File: src/sv/rws_pkg.sv
// Shared constants, types and control structs for the running statistics block.
`timescale 1ns / 1ps
`default_nettype none

package rws_pkg;

  localparam int WINDOW = 8;

  localparam int SCORE_W = 15;
  localparam int DUR_W   = 16;
  localparam int RANGE_W = 16;
  localparam int COUNT_W = 16;

  localparam int SSUM_W = 31;
  localparam int DSUM_W = 32;
  localparam int RSUM_W = 32;

  localparam int SLOT_W = (WINDOW > 1) ? $clog2(WINDOW) : 1;
  localparam int FILL_W = $clog2(WINDOW + 1);
  localparam int WSS_W  = SCORE_W + $clog2(WINDOW);
  localparam int WRS_W  = RANGE_W + $clog2(WINDOW);

  localparam int NUM_W         = 32;
  localparam int DEN_W         = 16;
  localparam int QUO_W         = 16;
  localparam int BITS_PER_STEP = 2;
  localparam int DIV_STEPS     = QUO_W / BITS_PER_STEP;
  localparam int STEP_CNT_W    = $clog2(DIV_STEPS);

  localparam logic [SCORE_W-1:0] SCORE_MAX = SCORE_W'(25600);
  localparam logic [COUNT_W-1:0] COUNT_MAX = {COUNT_W{1'b1}};
  localparam logic [FILL_W-1:0]  FILL_FULL = FILL_W'(WINDOW);
  localparam logic [SLOT_W-1:0]  SLOT_LAST = SLOT_W'(WINDOW - 1);

  localparam logic MODE_RECORD = 1'b0;
  localparam logic MODE_CLEAR  = 1'b1;

  typedef logic [SCORE_W-1:0] score_t;
  typedef logic [DUR_W-1:0]   dur_t;
  typedef logic [RANGE_W-1:0] range_t;
  typedef logic [COUNT_W-1:0] count_t;

  typedef enum logic [2:0] {
    SEL_SCORE  = 3'd0,
    SEL_DUR    = 3'd1,
    SEL_RANGE  = 3'd2,
    SEL_WSCORE = 3'd3,
    SEL_WRANGE = 3'd4
  } div_sel_t;

  typedef struct packed {
    logic     in_ready;
    logic     div_start;
    logic     div_step;
    logic     div_store;
    logic     emit;
    div_sel_t sel;
  } rws_cmd_t;

  typedef struct packed {
    logic in_valid;
    logic out_busy;
  } rws_status_t;

endpackage

`default_nettype wire

File: src/sv/rws_if.sv
// Valid/ready channel interfaces for rep beats and statistics beats.
`timescale 1ns / 1ps
`default_nettype none

interface rws_in_if;
  logic            valid;
  logic            ready;
  logic            mode;
  rws_pkg::score_t rep_score;
  rws_pkg::dur_t   rep_duration_ms;
  rws_pkg::range_t rep_range;

  modport source (output valid, mode, rep_score, rep_duration_ms, rep_range, input ready);
  modport sink   (input valid, mode, rep_score, rep_duration_ms, rep_range, output ready);
endinterface

interface rws_out_if;
  logic            valid;
  logic            ready;
  rws_pkg::count_t rep_count;
  rws_pkg::score_t mean_score;
  rws_pkg::score_t best_score;
  rws_pkg::score_t worst_score;
  rws_pkg::dur_t   mean_duration;
  rws_pkg::range_t mean_range;
  rws_pkg::score_t window_mean_score;
  rws_pkg::range_t window_mean_range;
  logic            count_full;

  modport source (output valid, rep_count, mean_score, best_score, worst_score,
                  mean_duration, mean_range, window_mean_score, window_mean_range,
                  count_full, input ready);
  modport sink   (input valid, rep_count, mean_score, best_score, worst_score,
                  mean_duration, mean_range, window_mean_score, window_mean_range,
                  count_full, output ready);
endinterface

`default_nettype wire

File: src/sv/rws_ctrl.sv
// Controller: sequences the update, five serial divisions and the result beat.
`timescale 1ns / 1ps
`default_nettype none

module rws_ctrl (
  input  wire                  clk,
  input  wire                  rst_n,
  input  rws_pkg::rws_status_t status,
  output rws_pkg::rws_cmd_t    cmd
);
  import rws_pkg::*;

  typedef enum logic [4:0] {
    ST_IDLE  = 5'b00001,
    ST_START = 5'b00010,
    ST_ITER  = 5'b00100,
    ST_STORE = 5'b01000,
    ST_EMIT  = 5'b10000
  } state_t;

  state_t                state_r, state_nxt;
  div_sel_t              sel_r, sel_nxt;
  logic [STEP_CNT_W-1:0] step_r, step_nxt;

  always_comb begin
    state_nxt     = state_r;
    sel_nxt       = sel_r;
    step_nxt      = step_r;
    cmd           = '0;
    cmd.sel       = sel_r;
    unique case (state_r)
      ST_IDLE: begin
        cmd.in_ready = 1'b1;
        if (status.in_valid) begin
          sel_nxt   = SEL_SCORE;
          state_nxt = ST_START;
        end
      end
      ST_START: begin
        cmd.div_start = 1'b1;
        step_nxt      = '0;
        state_nxt     = ST_ITER;
      end
      ST_ITER: begin
        cmd.div_step = 1'b1;
        step_nxt     = step_r + 1'b1;
        if (step_r == STEP_CNT_W'(DIV_STEPS - 1)) state_nxt = ST_STORE;
      end
      ST_STORE: begin
        cmd.div_store = 1'b1;
        if (sel_r == SEL_WRANGE) begin
          state_nxt = ST_EMIT;
        end else begin
          sel_nxt   = div_sel_t'(sel_r + 3'd1);
          state_nxt = ST_START;
        end
      end
      ST_EMIT: begin
        if (!status.out_busy) begin
          cmd.emit  = 1'b1;
          state_nxt = ST_IDLE;
        end
      end
      default: state_nxt = ST_IDLE;
    endcase
  end

  always_ff @(posedge clk) begin
    if (!rst_n) begin
      state_r <= ST_IDLE;
      sel_r   <= SEL_SCORE;
      step_r  <= '0;
    end else begin
      state_r <= state_nxt;
      sel_r   <= sel_nxt;
      step_r  <= step_nxt;
    end
  end

  assert property (@(posedge clk) disable iff (!rst_n)
    $onehot(state_r))
    else $error("controller state not one-hot");

  assert property (@(posedge clk) disable iff (!rst_n)
    (state_r == ST_ITER && step_r == STEP_CNT_W'(DIV_STEPS - 1)) |=> state_r == ST_STORE)
    else $error("division did not end after its step count");

  assert property (@(posedge clk) disable iff (!rst_n)
    (state_r == ST_STORE && sel_r == SEL_WRANGE) |=> state_r == ST_EMIT)
    else $error("last division did not lead to emit");

endmodule

`default_nettype wire

File: src/sv/rws_dp.sv
// Datapath: running sums, best/worst, window ring, serial divider, result register.
`timescale 1ns / 1ps
`default_nettype none

module rws_dp (
  input  wire                  clk,
  input  wire                  rst_n,
  input  rws_pkg::rws_cmd_t    cmd,
  output rws_pkg::rws_status_t status,
  rws_in_if.sink               in_bus,
  rws_out_if.source            out_bus
);
  import rws_pkg::*;

  logic [COUNT_W-1:0] count_r, count_nxt;
  logic [SSUM_W-1:0]  ssum_r, ssum_nxt;
  logic [DSUM_W-1:0]  dsum_r, dsum_nxt;
  logic [RSUM_W-1:0]  rsum_r, rsum_nxt;
  score_t             best_r, best_nxt;
  score_t             worst_r, worst_nxt;
  logic [WSS_W-1:0]   wss_r, wss_nxt;
  logic [WRS_W-1:0]   wrs_r, wrs_nxt;
  logic [SLOT_W-1:0]  slot_r, slot_nxt;
  logic [FILL_W-1:0]  fill_r, fill_nxt;

  score_t             win_score_r [WINDOW];
  range_t             win_range_r [WINDOW];

  logic [DEN_W-1:0]   rem_r, rem_nxt;
  logic [QUO_W-1:0]   quo_r, quo_nxt;
  logic [DEN_W-1:0]   den_r;
  logic [NUM_W-1:0]   num_sel;
  logic [DEN_W-1:0]   den_sel;
  logic [QUO_W-1:0]   quo_val;

  score_t             q_score_r, q_wscore_r;
  dur_t               q_dur_r;
  range_t             q_range_r, q_wrange_r;

  logic               out_valid_r;
  count_t             out_count_r;
  score_t             out_mscore_r, out_best_r, out_worst_r, out_wscore_r;
  dur_t               out_mdur_r;
  range_t             out_mrange_r, out_wrange_r;
  logic               out_full_r;

  logic               accept;
  score_t             score_in;
  logic               win_full;
  score_t             old_score;
  range_t             old_range;

  assign accept    = in_bus.valid && cmd.in_ready;
  assign in_bus.ready = cmd.in_ready;
  assign status.in_valid = in_bus.valid;
  assign status.out_busy = out_valid_r && !out_bus.ready;

  assign score_in  = (in_bus.rep_score > SCORE_MAX) ? SCORE_MAX : in_bus.rep_score;
  assign win_full  = (fill_r == FILL_FULL);
  assign old_score = win_full ? win_score_r[slot_r] : '0;
  assign old_range = win_full ? win_range_r[slot_r] : '0;

  always_comb begin
    count_nxt = count_r;
    ssum_nxt  = ssum_r;
    dsum_nxt  = dsum_r;
    rsum_nxt  = rsum_r;
    best_nxt  = best_r;
    worst_nxt = worst_r;
    wss_nxt   = wss_r;
    wrs_nxt   = wrs_r;
    slot_nxt  = slot_r;
    fill_nxt  = fill_r;
    if (accept) begin
      if (in_bus.mode == MODE_CLEAR) begin
        count_nxt = '0;
        ssum_nxt  = '0;
        dsum_nxt  = '0;
        rsum_nxt  = '0;
        best_nxt  = '0;
        worst_nxt = '0;
        wss_nxt   = '0;
        wrs_nxt   = '0;
        slot_nxt  = '0;
        fill_nxt  = '0;
      end else begin
        if (count_r == '0) begin
          best_nxt  = score_in;
          worst_nxt = score_in;
        end else begin
          if (score_in > best_r)  best_nxt  = score_in;
          if (score_in < worst_r) worst_nxt = score_in;
        end
        if (count_r != COUNT_MAX) begin
          count_nxt = count_r + 1'b1;
          ssum_nxt  = ssum_r + SSUM_W'(score_in);
          dsum_nxt  = dsum_r + DSUM_W'(in_bus.rep_duration_ms);
          rsum_nxt  = rsum_r + RSUM_W'(in_bus.rep_range);
        end
        wss_nxt  = wss_r - WSS_W'(old_score) + WSS_W'(score_in);
        wrs_nxt  = wrs_r - WRS_W'(old_range) + WRS_W'(in_bus.rep_range);
        if (!win_full) fill_nxt = fill_r + 1'b1;
        slot_nxt = (slot_r == SLOT_LAST) ? '0 : slot_r + 1'b1;
      end
    end
  end

  always_ff @(posedge clk) begin
    if (!rst_n) begin
      count_r <= '0;
      ssum_r  <= '0;
      dsum_r  <= '0;
      rsum_r  <= '0;
      best_r  <= '0;
      worst_r <= '0;
      wss_r   <= '0;
      wrs_r   <= '0;
      slot_r  <= '0;
      fill_r  <= '0;
    end else begin
      count_r <= count_nxt;
      ssum_r  <= ssum_nxt;
      dsum_r  <= dsum_nxt;
      rsum_r  <= rsum_nxt;
      best_r  <= best_nxt;
      worst_r <= worst_nxt;
      wss_r   <= wss_nxt;
      wrs_r   <= wrs_nxt;
      slot_r  <= slot_nxt;
      fill_r  <= fill_nxt;
    end
  end

  always_ff @(posedge clk) begin
    if (accept && in_bus.mode == MODE_RECORD) begin
      win_score_r[slot_r] <= score_in;
      win_range_r[slot_r] <= in_bus.rep_range;
    end
  end

  always_comb begin
    unique case (cmd.sel)
      SEL_SCORE: begin
        num_sel = NUM_W'(ssum_r);
        den_sel = DEN_W'(count_r);
      end
      SEL_DUR: begin
        num_sel = NUM_W'(dsum_r);
        den_sel = DEN_W'(count_r);
      end
      SEL_RANGE: begin
        num_sel = NUM_W'(rsum_r);
        den_sel = DEN_W'(count_r);
      end
      SEL_WSCORE: begin
        num_sel = NUM_W'(wss_r);
        den_sel = DEN_W'(fill_r);
      end
      SEL_WRANGE: begin
        num_sel = NUM_W'(wrs_r);
        den_sel = DEN_W'(fill_r);
      end
      default: begin
        num_sel = '0;
        den_sel = '0;
      end
    endcase
  end

  always_comb begin
    logic [DEN_W:0] rem_w;
    rem_nxt = rem_r;
    quo_nxt = quo_r;
    for (int i = 0; i < BITS_PER_STEP; i++) begin
      rem_w = {rem_nxt, quo_nxt[QUO_W-1]};
      if (rem_w >= {1'b0, den_r}) begin
        rem_nxt = DEN_W'(rem_w - {1'b0, den_r});
        quo_nxt = {quo_nxt[QUO_W-2:0], 1'b1};
      end else begin
        rem_nxt = rem_w[DEN_W-1:0];
        quo_nxt = {quo_nxt[QUO_W-2:0], 1'b0};
      end
    end
  end

  assign quo_val = (den_r == '0) ? '0 : quo_r;

  always_ff @(posedge clk) begin
    if (cmd.div_start) begin
      rem_r <= num_sel[NUM_W-1:QUO_W];
      quo_r <= num_sel[QUO_W-1:0];
      den_r <= den_sel;
    end else if (cmd.div_step) begin
      rem_r <= rem_nxt;
      quo_r <= quo_nxt;
    end
  end

  always_ff @(posedge clk) begin
    if (cmd.div_store) begin
      case (cmd.sel)
        SEL_SCORE:  q_score_r  <= quo_val[SCORE_W-1:0];
        SEL_DUR:    q_dur_r    <= quo_val[DUR_W-1:0];
        SEL_RANGE:  q_range_r  <= quo_val[RANGE_W-1:0];
        SEL_WSCORE: q_wscore_r <= quo_val[SCORE_W-1:0];
        SEL_WRANGE: q_wrange_r <= quo_val[RANGE_W-1:0];
        default: ;
      endcase
    end
  end

  always_ff @(posedge clk) begin
    if (!rst_n) begin
      out_valid_r <= 1'b0;
    end else if (cmd.emit) begin
      out_valid_r <= 1'b1;
    end else if (out_bus.ready) begin
      out_valid_r <= 1'b0;
    end
  end

  always_ff @(posedge clk) begin
    if (cmd.emit) begin
      out_count_r  <= count_r;
      out_mscore_r <= q_score_r;
      out_best_r   <= best_r;
      out_worst_r  <= worst_r;
      out_mdur_r   <= q_dur_r;
      out_mrange_r <= q_range_r;
      out_wscore_r <= q_wscore_r;
      out_wrange_r <= q_wrange_r;
      out_full_r   <= (count_r == COUNT_MAX);
    end
  end

  assign out_bus.valid             = out_valid_r;
  assign out_bus.rep_count         = out_count_r;
  assign out_bus.mean_score        = out_mscore_r;
  assign out_bus.best_score        = out_best_r;
  assign out_bus.worst_score       = out_worst_r;
  assign out_bus.mean_duration     = out_mdur_r;
  assign out_bus.mean_range        = out_mrange_r;
  assign out_bus.window_mean_score = out_wscore_r;
  assign out_bus.window_mean_range = out_wrange_r;
  assign out_bus.count_full        = out_full_r;

  assert property (@(posedge clk) disable iff (!rst_n)
    (accept && in_bus.mode == MODE_CLEAR) |=> (count_r == '0 && fill_r == '0 && wss_r == '0))
    else $error("clear beat did not restore statistics");

  assert property (@(posedge clk) disable iff (!rst_n)
    (fill_r <= FILL_FULL) && (slot_r <= SLOT_LAST))
    else $error("window fill or slot out of range");

  assert property (@(posedge clk) disable iff (!rst_n)
    best_r >= worst_r)
    else $error("best score below worst score");

  assert property (@(posedge clk) disable iff (!rst_n)
    out_valid_r |-> (out_full_r == (out_count_r == COUNT_MAX)))
    else $error("count_full disagrees with rep count");

  assert property (@(posedge clk) disable iff (!rst_n)
    (count_r == '0) |-> (ssum_r == '0 && best_r == '0 && fill_r == '0))
    else $error("statistics present with zero rep count");

endmodule

`default_nettype wire

File: src/sv/running_and_windowed_statistics_top.sv
// Top level of the running and windowed rep statistics block.
//
//   channel  dir  handshake     beat contents
//   in_bus   in   valid/ready   mode, rep_score, rep_duration_ms, rep_range
//   out_bus  out  valid/ready   counts, cumulative and window means, best, worst, full flag
//
// Each accepted beat updates the statistics in its accept cycle, then runs five
// divisions on one shared radix-4 divider (each: load, 8 steps, store), then the
// result goes valid once the output register is free; the next beat is taken only
// after that, so the divisions and any output stall set the rate.
// The output register lets the next rep beat be taken while a result waits.
// Synchronous active-low reset clears all statistics and the result valid.
`timescale 1ns / 1ps
`default_nettype none

module running_and_windowed_statistics_top (
  input  wire       clk,
  input  wire       rst_n,
  rws_in_if.sink    in_bus,
  rws_out_if.source out_bus
);
  import rws_pkg::*;

  rws_cmd_t    cmd;
  rws_status_t status;

  rws_ctrl u_ctrl (
    .clk    (clk),
    .rst_n  (rst_n),
    .status (status),
    .cmd    (cmd)
  );

  rws_dp u_dp (
    .clk     (clk),
    .rst_n   (rst_n),
    .cmd     (cmd),
    .status  (status),
    .in_bus  (in_bus),
    .out_bus (out_bus)
  );

endmodule

`default_nettype wire

File: src/flat_wrapper.sv
// flat-port wrapper written by rule: the top's interface ports become plain ports
module running_and_windowed_statistics_top_flat import rws_pkg::*;
  (clk, rst_n, in_bus_valid, in_bus_mode, in_bus_rep_score, in_bus_rep_duration_ms, in_bus_rep_range, in_bus_ready, out_bus_valid, out_bus_rep_count, out_bus_mean_score, out_bus_best_score, out_bus_worst_score, out_bus_mean_duration, out_bus_mean_range, out_bus_window_mean_score, out_bus_window_mean_range, out_bus_count_full, out_bus_ready);
  rws_in_if in_bus_i ();
  rws_out_if out_bus_i ();
  input  wire clk;
  input  wire rst_n;
  input wire logic [$bits(in_bus_i.valid)-1:0] in_bus_valid;
  input wire logic [$bits(in_bus_i.mode)-1:0] in_bus_mode;
  input wire logic [$bits(in_bus_i.rep_score)-1:0] in_bus_rep_score;
  input wire logic [$bits(in_bus_i.rep_duration_ms)-1:0] in_bus_rep_duration_ms;
  input wire logic [$bits(in_bus_i.rep_range)-1:0] in_bus_rep_range;
  output wire logic [$bits(in_bus_i.ready)-1:0] in_bus_ready;
  output wire logic [$bits(out_bus_i.valid)-1:0] out_bus_valid;
  output wire logic [$bits(out_bus_i.rep_count)-1:0] out_bus_rep_count;
  output wire logic [$bits(out_bus_i.mean_score)-1:0] out_bus_mean_score;
  output wire logic [$bits(out_bus_i.best_score)-1:0] out_bus_best_score;
  output wire logic [$bits(out_bus_i.worst_score)-1:0] out_bus_worst_score;
  output wire logic [$bits(out_bus_i.mean_duration)-1:0] out_bus_mean_duration;
  output wire logic [$bits(out_bus_i.mean_range)-1:0] out_bus_mean_range;
  output wire logic [$bits(out_bus_i.window_mean_score)-1:0] out_bus_window_mean_score;
  output wire logic [$bits(out_bus_i.window_mean_range)-1:0] out_bus_window_mean_range;
  output wire logic [$bits(out_bus_i.count_full)-1:0] out_bus_count_full;
  input wire logic [$bits(out_bus_i.ready)-1:0] out_bus_ready;
  assign in_bus_i.valid = in_bus_valid;
  assign in_bus_i.mode = in_bus_mode;
  assign in_bus_i.rep_score = in_bus_rep_score;
  assign in_bus_i.rep_duration_ms = in_bus_rep_duration_ms;
  assign in_bus_i.rep_range = in_bus_rep_range;
  assign in_bus_ready = in_bus_i.ready;
  assign out_bus_valid = out_bus_i.valid;
  assign out_bus_rep_count = out_bus_i.rep_count;
  assign out_bus_mean_score = out_bus_i.mean_score;
  assign out_bus_best_score = out_bus_i.best_score;
  assign out_bus_worst_score = out_bus_i.worst_score;
  assign out_bus_mean_duration = out_bus_i.mean_duration;
  assign out_bus_mean_range = out_bus_i.mean_range;
  assign out_bus_window_mean_score = out_bus_i.window_mean_score;
  assign out_bus_window_mean_range = out_bus_i.window_mean_range;
  assign out_bus_count_full = out_bus_i.count_full;
  assign out_bus_i.ready = out_bus_ready;
  running_and_windowed_statistics_top u_core (.clk(clk), .rst_n(rst_n), .in_bus(in_bus_i), .out_bus(out_bus_i));
endmodule
File: config.mk
export PLATFORM = sky130hd
export DESIGN_NAME = running_and_windowed_statistics_top_flat
export DESIGN_NICKNAME = d
export VERILOG_FILES = /design/src/sv/rws_pkg.sv /design/src/sv/rws_if.sv /design/src/sv/rws_ctrl.sv /design/src/sv/rws_dp.sv /design/src/sv/running_and_windowed_statistics_top.sv /design/src/flat_wrapper.sv
export SDC_FILE = /design/constraint.sdc
export NUM_CORES = 1
export LEC_CHECK = 0
export BUFFER_PORTS_ARGS = -buffer_cell sky130_fd_sc_hd__clkbuf_2
export CAP_MARGIN = 20
export CORE_MARGIN = 5
export CORE_UTILIZATION = 30
export DETAILED_ROUTE_END_ITERATION = 16
export SLEW_MARGIN = 20
export SYNTH_ARGS = -nofsm -noshare
export SYNTH_HDL_FRONTEND = slang
export SYNTH_SLANG_ARGS = --single-unit
File: constraint.sdc
create_clock -name clk -period 22.9 [get_ports clk]
set_input_delay 3.435 -clock clk [delete_from_list [all_inputs] [get_ports clk]]
set_output_delay 3.435 -clock clk [all_outputs]
set_load 0.005 [all_outputs]
==> summary.md, run 1 <==
| Metric | Value |
|---|---|
| Run status | completed |
| Cell variety after synth | 92 |
| CTS clock-pin slew for the worst setup and hold paths | 0.06 ns |
| Total number of yosys warnings | 0 |
| Post-DP HPWL | 66.66 mm |
| PortBufs | 178 |
| Number of max-slew violations in the final report | 0 |
| Largest incremental delay on the critical path | 0.61 ns |
| Sequential-to-total area share from yosys stat | 56.02% |
| Placement-stage worst setup slack | 15.19 ns |
| Quantity of gates resized following cts | 0 |
| Largest net degree at the start of global routing | 77 |
| Number of endpoints failing setup at the final stage | 0 |
| Final-layout setup total negative slack | 0 ns |
| Vias in the first global route | 22301 |
| Max Cap Viol | 0 |
| Path class of the lowest-slack min-delay path | register to register |
| Setup slack, reg-to-reg | 17.12 ns |
| Worst EP required | 23.44 ns |
| Number of vias per cell | 5.047 |
| Peak supply drop | 50.91 uV |
| First-pass GRT wire length | 141.3 mm |
| Fraction of registers with async set/reset | 0% |
| Crit. End Element | register |
| Main synth FF type | sky130_fd_sc_hd__edfxtp_1 |
| Post-layout min period | 7.191 ns |
| Layout overhead on the synthesized area | 15.38% |
| Total placed cells including tap cells | 4468 |
| Final instance count without filler cells | 4607 |
| Worst setup path class | input pin to register |
| Number of buffers inserted for hold repair after clock tree synthesis | 0 |
| Hold Fails Final Rpt | 0 |
| Power density over cell area | 94.91 nW/um^2 |
| Startpoint Class | input pin |
| Leakage power of the design | 0.01410 uW |
| Last weighted congestion value of the routability-driven placer | 0.9091 |
| Share of the synthesized area in the top cell type | 44.21% |
| Die ar. | 119800 um^2 |
| Post-DR wirelength/cell | 20.13 um |
| TritonRoute pass-1 iters | 6 |
| DRC viols | 0 |
| Number of buffers inserted during clock tree synthesis | 73 |
| H-tree level count | 3 |
| RSZ-0062 raised after global routing | false |
| Clk root buf | sky130_fd_sc_hd__clkbuf_16 |
| Routed vias | 23252 |
| Max-slew headroom at the worst pin | 29.60% |
| TritonCTS clock tree | yes |
| Maximum fanout along the worst path | 14 |
| Share of the core filled with cells in the final layout | 34.81% |
| Clock skew after layout | 0.02911 ns |
| Overflow left after global routing | 0 |
| Chain of cells forming the critical path | clkbuf_2 -> nor4_1 -> a31oi_1 -> o311ai_1 -> buf_4 -> nand2_1 -> inv_1 -> ha_1 -> a21o_1 -> a21o_1 -> a2111oi_1 -> o21ai_0 -> a31oi_2 -> o31ai_1 -> a31o_2 -> a21oi_1 |
| Die Height | 346.1 um |
| Number of clock sinks | 699 |
| Most common library cells after synthesis | 499 x sky130_fd_sc_hd__edfxtp_1, 236 x sky130_fd_sc_hd__nor2_1, 212 x sky130_fd_sc_hd__inv_1, 200 x sky130_fd_sc_hd__dfxtp_1, 189 x sky130_fd_sc_hd__nand2_1 |
| Number of setup buffers added after CTS | 0 |
| Core outline area | 112300 um^2 |
| Final clock period utilization by the worst path | 31.40% |
| Post-layout nets | 3290 |
| Effective utilization at floorplan | 30.17% |
| Maximum buffer depth of the clock tree | 3 |
| Final Routed Wirelength | 92.75 mm |
| Most numerous cell on the critical path | sky130_fd_sc_hd__a21o_1 |
| Transition at the pin with the smallest max-transition slack | 1.051 ns |
| Global router's overall resource usage | 15.05% |
| Number of flops mapped to enable cells by yosys | 499 |
| Post-DRT Antenna Nets | 0 |
| Number of instances in the synthesized netlist | 2868 |
| Average footprint of a synthesized cell | 11.82 um^2 |
| Share of cells above drive strength 1 | 14.79% |
| Arrival time at the worst endpoint | 7.74 ns |
| CP max-delay cell | sky130_fd_sc_hd__a2111oi_1 |
| Worst hold slack across all endpoints | 0.4118 ns |
| Synth top area cells | sky130_fd_sc_hd__edfxtp_1 44%, sky130_fd_sc_hd__dfxtp_1 12%, sky130_fd_sc_hd__ha_1 5.8%, sky130_fd_sc_hd__mux4_2 4.1%, sky130_fd_sc_hd__nor2_1 2.6% |
| Die X-Extent | 346.1 um |
| Max Freq | 139.1 MHz |
| FP Rows | 123 |
| Worst setup margin | 15.71 ns |
| Most repeated cell in the gate-level netlist after synthesis | sky130_fd_sc_hd__edfxtp_1 |
| Clock insertion delay at the later pin of the skew report | 0.63 ns |
| Area of the mapped netlist | 33890 um^2 |
| Top-level port count | 179 |
| Total of flip-flops plus latches after synthesis | 699 |
| Number of antenna violations at the first check in global routing | 13 |
| Yosys top cell by area | sky130_fd_sc_hd__edfxtp_1 |
| Detailed Route Iter0 Violations | 1910 |
| Total nets after synthesis | 3114 |
[area by class of cell]
class | count | area (um^2)
Fill cell | 11101 | 73240
Multi-Input combinational cell | 1832 | 13730
Inverter | 213 | 802.0
Timing Repair Buffer | 225 | 1244
Tap cell | 1500 | 1877
Clock buffer | 91 | 1967
Clock inverter | 43 | 484.2
Antenna cell | 4 | 10.01
Sequential cell | 699 | 18990
[final timing paths]
| check | startpoint | end | cells past startpoint |
|---|---|---|---|
| hold reg to reg | u_core.u_dp.q_wrange_r[9]$_DFFE_PP_ | u_core.u_dp.out_bus.window_mean_range[9]$_DFFE_PP_ | 0 |
| setup / recovery | in_bus_rep_score[8] | u_core.u_dp.ssum_r[22]$_SDFFE_PN0P_ | 16 |
| setup reg to reg | u_core.u_dp.den_r[14]$_DFFE_PP_ | u_core.u_dp.rem_r[11]$_DFFE_PP_ | 17 |
| hold / removal | u_core.u_dp.q_wrange_r[9]$_DFFE_PP_ | u_core.u_dp.out_bus.window_mean_range[9]$_DFFE_PP_ | 0 |
[sequential cells by signal (all words and copies together) (netlist names), 16 cells and up, named ones only]
signal	count
u_core.u_dp.wrs_r	19
u_core.u_dp.count_r	16
u_core.u_dp.out_bus.window_mean_range	16
u_core.u_dp.out_bus.rep_count	16
u_core.u_dp.rsum_r	32
u_core.u_dp.quo_r	16
u_core.u_dp.ssum_r	31
u_core.u_dp.win_range_r	128
u_core.u_dp.out_bus.mean_duration	16
u_core.u_dp.rem_r	16
u_core.u_dp.dsum_r	32
u_core.u_dp.q_dur_r	16
u_core.u_dp.wss_r	18
u_core.u_dp.q_wrange_r	16
u_core.u_dp.q_range_r	16
u_core.u_dp.out_bus.mean_range	16
u_core.u_dp.win_score_r	120
u_core.u_dp.den_r	16
[cell usage in the layout (no fill, tap or decap), drive strengths merged, types with 38 or more instances in the layout]
cell type / n
inv: 215
mux4: 62
edfxtp: 499
buf: 46
nor3: 52
a22oi: 69
nor2: 236
nand4: 40
nand3: 71
clkbuf: 270
nand2: 190
a21o: 38
mux2i: 55
dfxtp: 200
a21oi: 159
o21ai: 128
and2: 38
ha: 158
xnor2: 66
[per-layer routing]
| metal | part of all wire (%) | track usage [%] | up-vias |
|---|---|---|---|
| met5 | 0.068 | 0 | - |
| met4 | 2.0 | 3.617 | 10 |
| met3 | 6.7 | 3.036 | 122 |
| met2 | 46 | 24.44 | 703 |
| met1 | 45 | 20.82 | 11362 |
| li1 | - | - | 11055 |
[critical path, delay by kind of cell]
family	cells	cell delay (ns)
compound gates	10	2.78
fa+ha+maj	1	0.37
buf+inv	3	0.70
simple gates	2	0.45
[per-stage QoR]
step | cell area (um^2) | total power, uW
floorplan | 33890 | 2254
global placement | 36630 | 2505
detailed placement | 36640 | 2515
CTS | 39090 | 3737
global route | 39100 | 3906
finish | 39110 | 3712
[power breakdown]
| group | total (uW) | internal [uW] | switching [uW] | leakage (uW) |
|---|---|---|---|---|
| combinational | 972 | 391 | 580 | 0.00680 |
| sequential | 1520 | 1450 | 70.8 | 0.00612 |
| clock | 1220 | 707 | 508 | 0.00119 |
| total | 3710 | 2550 | 1160 | 0.0141 |
[logic make-up (layout without fill, tap and decap cells)]
group	count (synthesis)	in the layout	synth area share, %
XOR/XNOR	102	102	2.636
flip-flops	699	699	56.02
buffers and inverters	337	572	3.850
AND/OR/NAND/NOR	799	799	11.48
multiplexers	125	125	6.010
other	0	4	0
AO/OA/AOI/OAI	612	612	12.04
adder cells (fa/ha/maj)	194	194	7.959
Power figures use the tool's default switching activity.
==> run 2: changes to the inputs <==
==> constraint.sdc (replaced) <==
create_clock -name clk -period 6.2 [get_ports clk]
set_input_delay 0.93 -clock clk [delete_from_list [all_inputs] [get_ports clk]]
set_output_delay 0.93 -clock clk [all_outputs]
set_load 0.005 [all_outputs]
==> run 2 against run 1 <==
- critical path depth is the same
- sequential share of layout area shrank 0.17 points
- worst hold slack got worse by 0.0058 ns
- final area up 0.35%
- total power grew to 3.7 times the previous value
- register-to-register slack got worse by 16 ns
- worst setup slack worse by 15 ns
- cell count up 0.54%
- via count grew 1.3%
- first-iteration DRC count rose by 1.3%
- clock skew grew 0.0023 ns
- global-route usage up 0.12 points
==> summary.md, run 2 (synthesis results as in run 1) <==
| Metric | Value |
|---|---|
| Commonest non-fill, non-tap cell in the layout | sky130_fd_sc_hd__edfxtp_1 |
| Peak supply drop | 174.7 uV |
| RSZ-0062 raised after global routing | false |
| Number of vias per cell | 5.087 |
| Maximum fanout along the worst path | 14 |
| Startpoint Class | register |
| FP Rows | 123 |
| Global router's overall resource usage | 15.17% |
| Post-DR wirelength/cell | 20.18 um |
| Number of clock sinks | 699 |
| Die Height | 346.1 um |
| Effective utilization at floorplan | 30.17% |
| Power density over cell area | 349.8 nW/um^2 |
| Detailed Route Iter0 Violations | 1935 |
| Number of max-slew violations in the final report | 0 |
| Final clock period utilization by the worst path | 89.05% |
| First-pass GRT wire length | 142.6 mm |
| Overflow left after global routing | 0 |
| Path class of the lowest-slack min-delay path | register to register |
| Area of all placed cells without fillers | 39240 um^2 |
| Post-DP HPWL | 67.35 mm |
| Commonest cells after routing, fill and taps aside | 499 x sky130_fd_sc_hd__edfxtp_1, 231 x sky130_fd_sc_hd__nor2_1, 211 x sky130_fd_sc_hd__inv_1 |
| Quantity of gates resized following cts | 0 |
| Worst hold slack across all endpoints | 0.4061 ns |
| Max Freq | 181.1 MHz |
| Clock insertion delay at the later pin of the skew report | 0.65 ns |
| Number of buffers inserted during clock tree synthesis | 77 |
| Post-layout min period | 5.521 ns |
| Routed vias | 23564 |
| Clk root buf | sky130_fd_sc_hd__clkbuf_16 |
| Arrival time at the worst endpoint | 5.88 ns |
| Die X-Extent | 346.1 um |
| Final Routed Wirelength | 93.49 mm |
| Register bank with the most flops | u_core.u_dp.win_range_r |
| DRC viols | 0 |
| CTS clock-pin slew for the worst setup and hold paths | 0.06 ns |
| Number of endpoints failing setup at the final stage | 0 |
| Core outline area | 112300 um^2 |
| Post-layout nets | 3309 |
| Last weighted congestion value of the routability-driven placer | 0.8804 |
| Run status | completed |
| Maximum buffer depth of the clock tree | 3 |
| Share of cells above drive strength 1 | 15.19% |
| Final-layout setup total negative slack | 0 ns |
| Transition at the pin with the smallest max-transition slack | 1.059 ns |
| Clock skew after layout | 0.03142 ns |
| Registers with the most flip-flops | u_core.u_dp.win_range_r (128), u_core.u_dp.win_score_r (120) |
| Layout overhead on the synthesized area | 15.79% |
| Worst setup path class | register to register |
| Vias in the first global route | 23040 |
| TritonCTS clock tree | yes |
| Die ar. | 119800 um^2 |
| Max Cap Viol | 0 |
| Post-detailed-placement cell area | 36760 um^2 |
| TritonRoute pass-1 iters | 5 |
| Max-slew headroom at the worst pin | 29.38% |
| Worst EP required | 6.55 ns |
| Largest net degree at the start of global routing | 126 |
| Leakage power of the design | 0.01420 uW |
| Top-level port count | 179 |
| Hold Fails Final Rpt | 0 |
| Post-DRT Antenna Nets | 0 |
| PortBufs | 178 |
| Max reg flops | 128 |
| Number of setup buffers added after CTS | 0 |
| Crit. End Element | register |
| Number of buffers inserted for hold repair after clock tree synthesis | 0 |
| H-tree level count | 3 |
| Number of antenna violations at the first check in global routing | 12 |
## run 2: cell types whose count changed in the layout (fill, tap and decap cells not counted), sizes merged
cell / previous run / this run
buf: 46 / 62
clkbuf: 270 / 278
bufinv: 8 / 3
clkinv: 27 / 32
inv: 215 / 216
## run 2: worst max-delay path, stage by stage, from the launching register on
cell and delay (ns):
sky130_fd_sc_hd__edfxtp_1 0.38, sky130_fd_sc_hd__inv_1 0.20, sky130_fd_sc_hd__ha_1 0.29, sky130_fd_sc_hd__nor2b_4 0.14
sky130_fd_sc_hd__o31a_4 0.30, sky130_fd_sc_hd__o21a_4 0.24, sky130_fd_sc_hd__o211ai_4 0.32, sky130_fd_sc_hd__and2_1 0.35
sky130_fd_sc_hd__mux2_2 0.40, sky130_fd_sc_hd__ha_1 0.38, sky130_fd_sc_hd__o211ai_2 0.13, sky130_fd_sc_hd__a311oi_1 0.45
sky130_fd_sc_hd__a311o_1 0.32, sky130_fd_sc_hd__o31a_1 0.16, sky130_fd_sc_hd__and2_1 0.41, sky130_fd_sc_hd__or2_1 0.56
sky130_fd_sc_hd__o221ai_1 0.21
## run 2: layout make-up
cell class,count,area [um^2]
well taps,1500,1877
clock inverters,44,380.4
inverters,213,802.0
fillers,11089,73100
diodes,4,10.01
multi-input cells,1832,13710
clock buffers,100,2096
flip-flops and latches,699,18990
repair buffers,240,1369
## run 2: worst paths after layout
kind                                        from                                            endpoint  slack [ns]  cells after the start
max               u_core.u_dp.den_r[1]$_DFFE_PP_                      u_core.u_dp.rem_r[6]$_DFFE_PP_        0.68                     16
min          u_core.u_dp.q_wscore_r[2]$_DFFE_PP_  u_core.u_dp.out_bus.window_mean_score[2]$_DFFE_PP_        0.41                      0
max reg2reg       u_core.u_dp.den_r[1]$_DFFE_PP_                      u_core.u_dp.rem_r[6]$_DFFE_PP_        0.68                     16
min reg2reg  u_core.u_dp.q_wscore_r[2]$_DFFE_PP_  u_core.u_dp.out_bus.window_mean_score[2]$_DFFE_PP_        0.41                      0
## run 2: power breakdown
| part | internal, uW | leakage (uW) | switching (uW) |
|---|---|---|---|
| Combinational | 1460 | 0.00688 | 2150 |
| Sequential | 5370 | 0.00612 | 263 |
| Clock | 2540 | 0.00120 | 1940 |
| Total | 9370 | 0.0142 | 4350 |
## run 2: per-layer routing
layer | part of all wire, % | global-route usage, % | vias up
met4 | 2.3 | 4.143 | 12
li1 | - | - | 11079
met1 | 45 | 21.23 | 11553
met3 | 7.2 | 3.128 | 133
met5 | 0.074 | 0 | -
met2 | 45 | 24.06 | 787
## run 2: per-stage QoR
| stage | setup slack (ns) | power (uW) | std cells | utilization [%] |
|---|---|---|---|---|
| 2_1_floorplan | 1.326 | 8319 | 2868 | - |
| 3_3_place_gp | 0.8240 | 9268 | 4484 | 32.72 |
| 3_5_place_dp | 0.7194 | 9310 | 4484 | 32.72 |
| 4_1_cts | 0.7001 | 13830 | 4628 | 34.92 |
| 5_1_grt | 0.2674 | 14440 | 4629 | 34.92 |
| 6_report | 0.6789 | 13730 | 4632 | 34.93 |
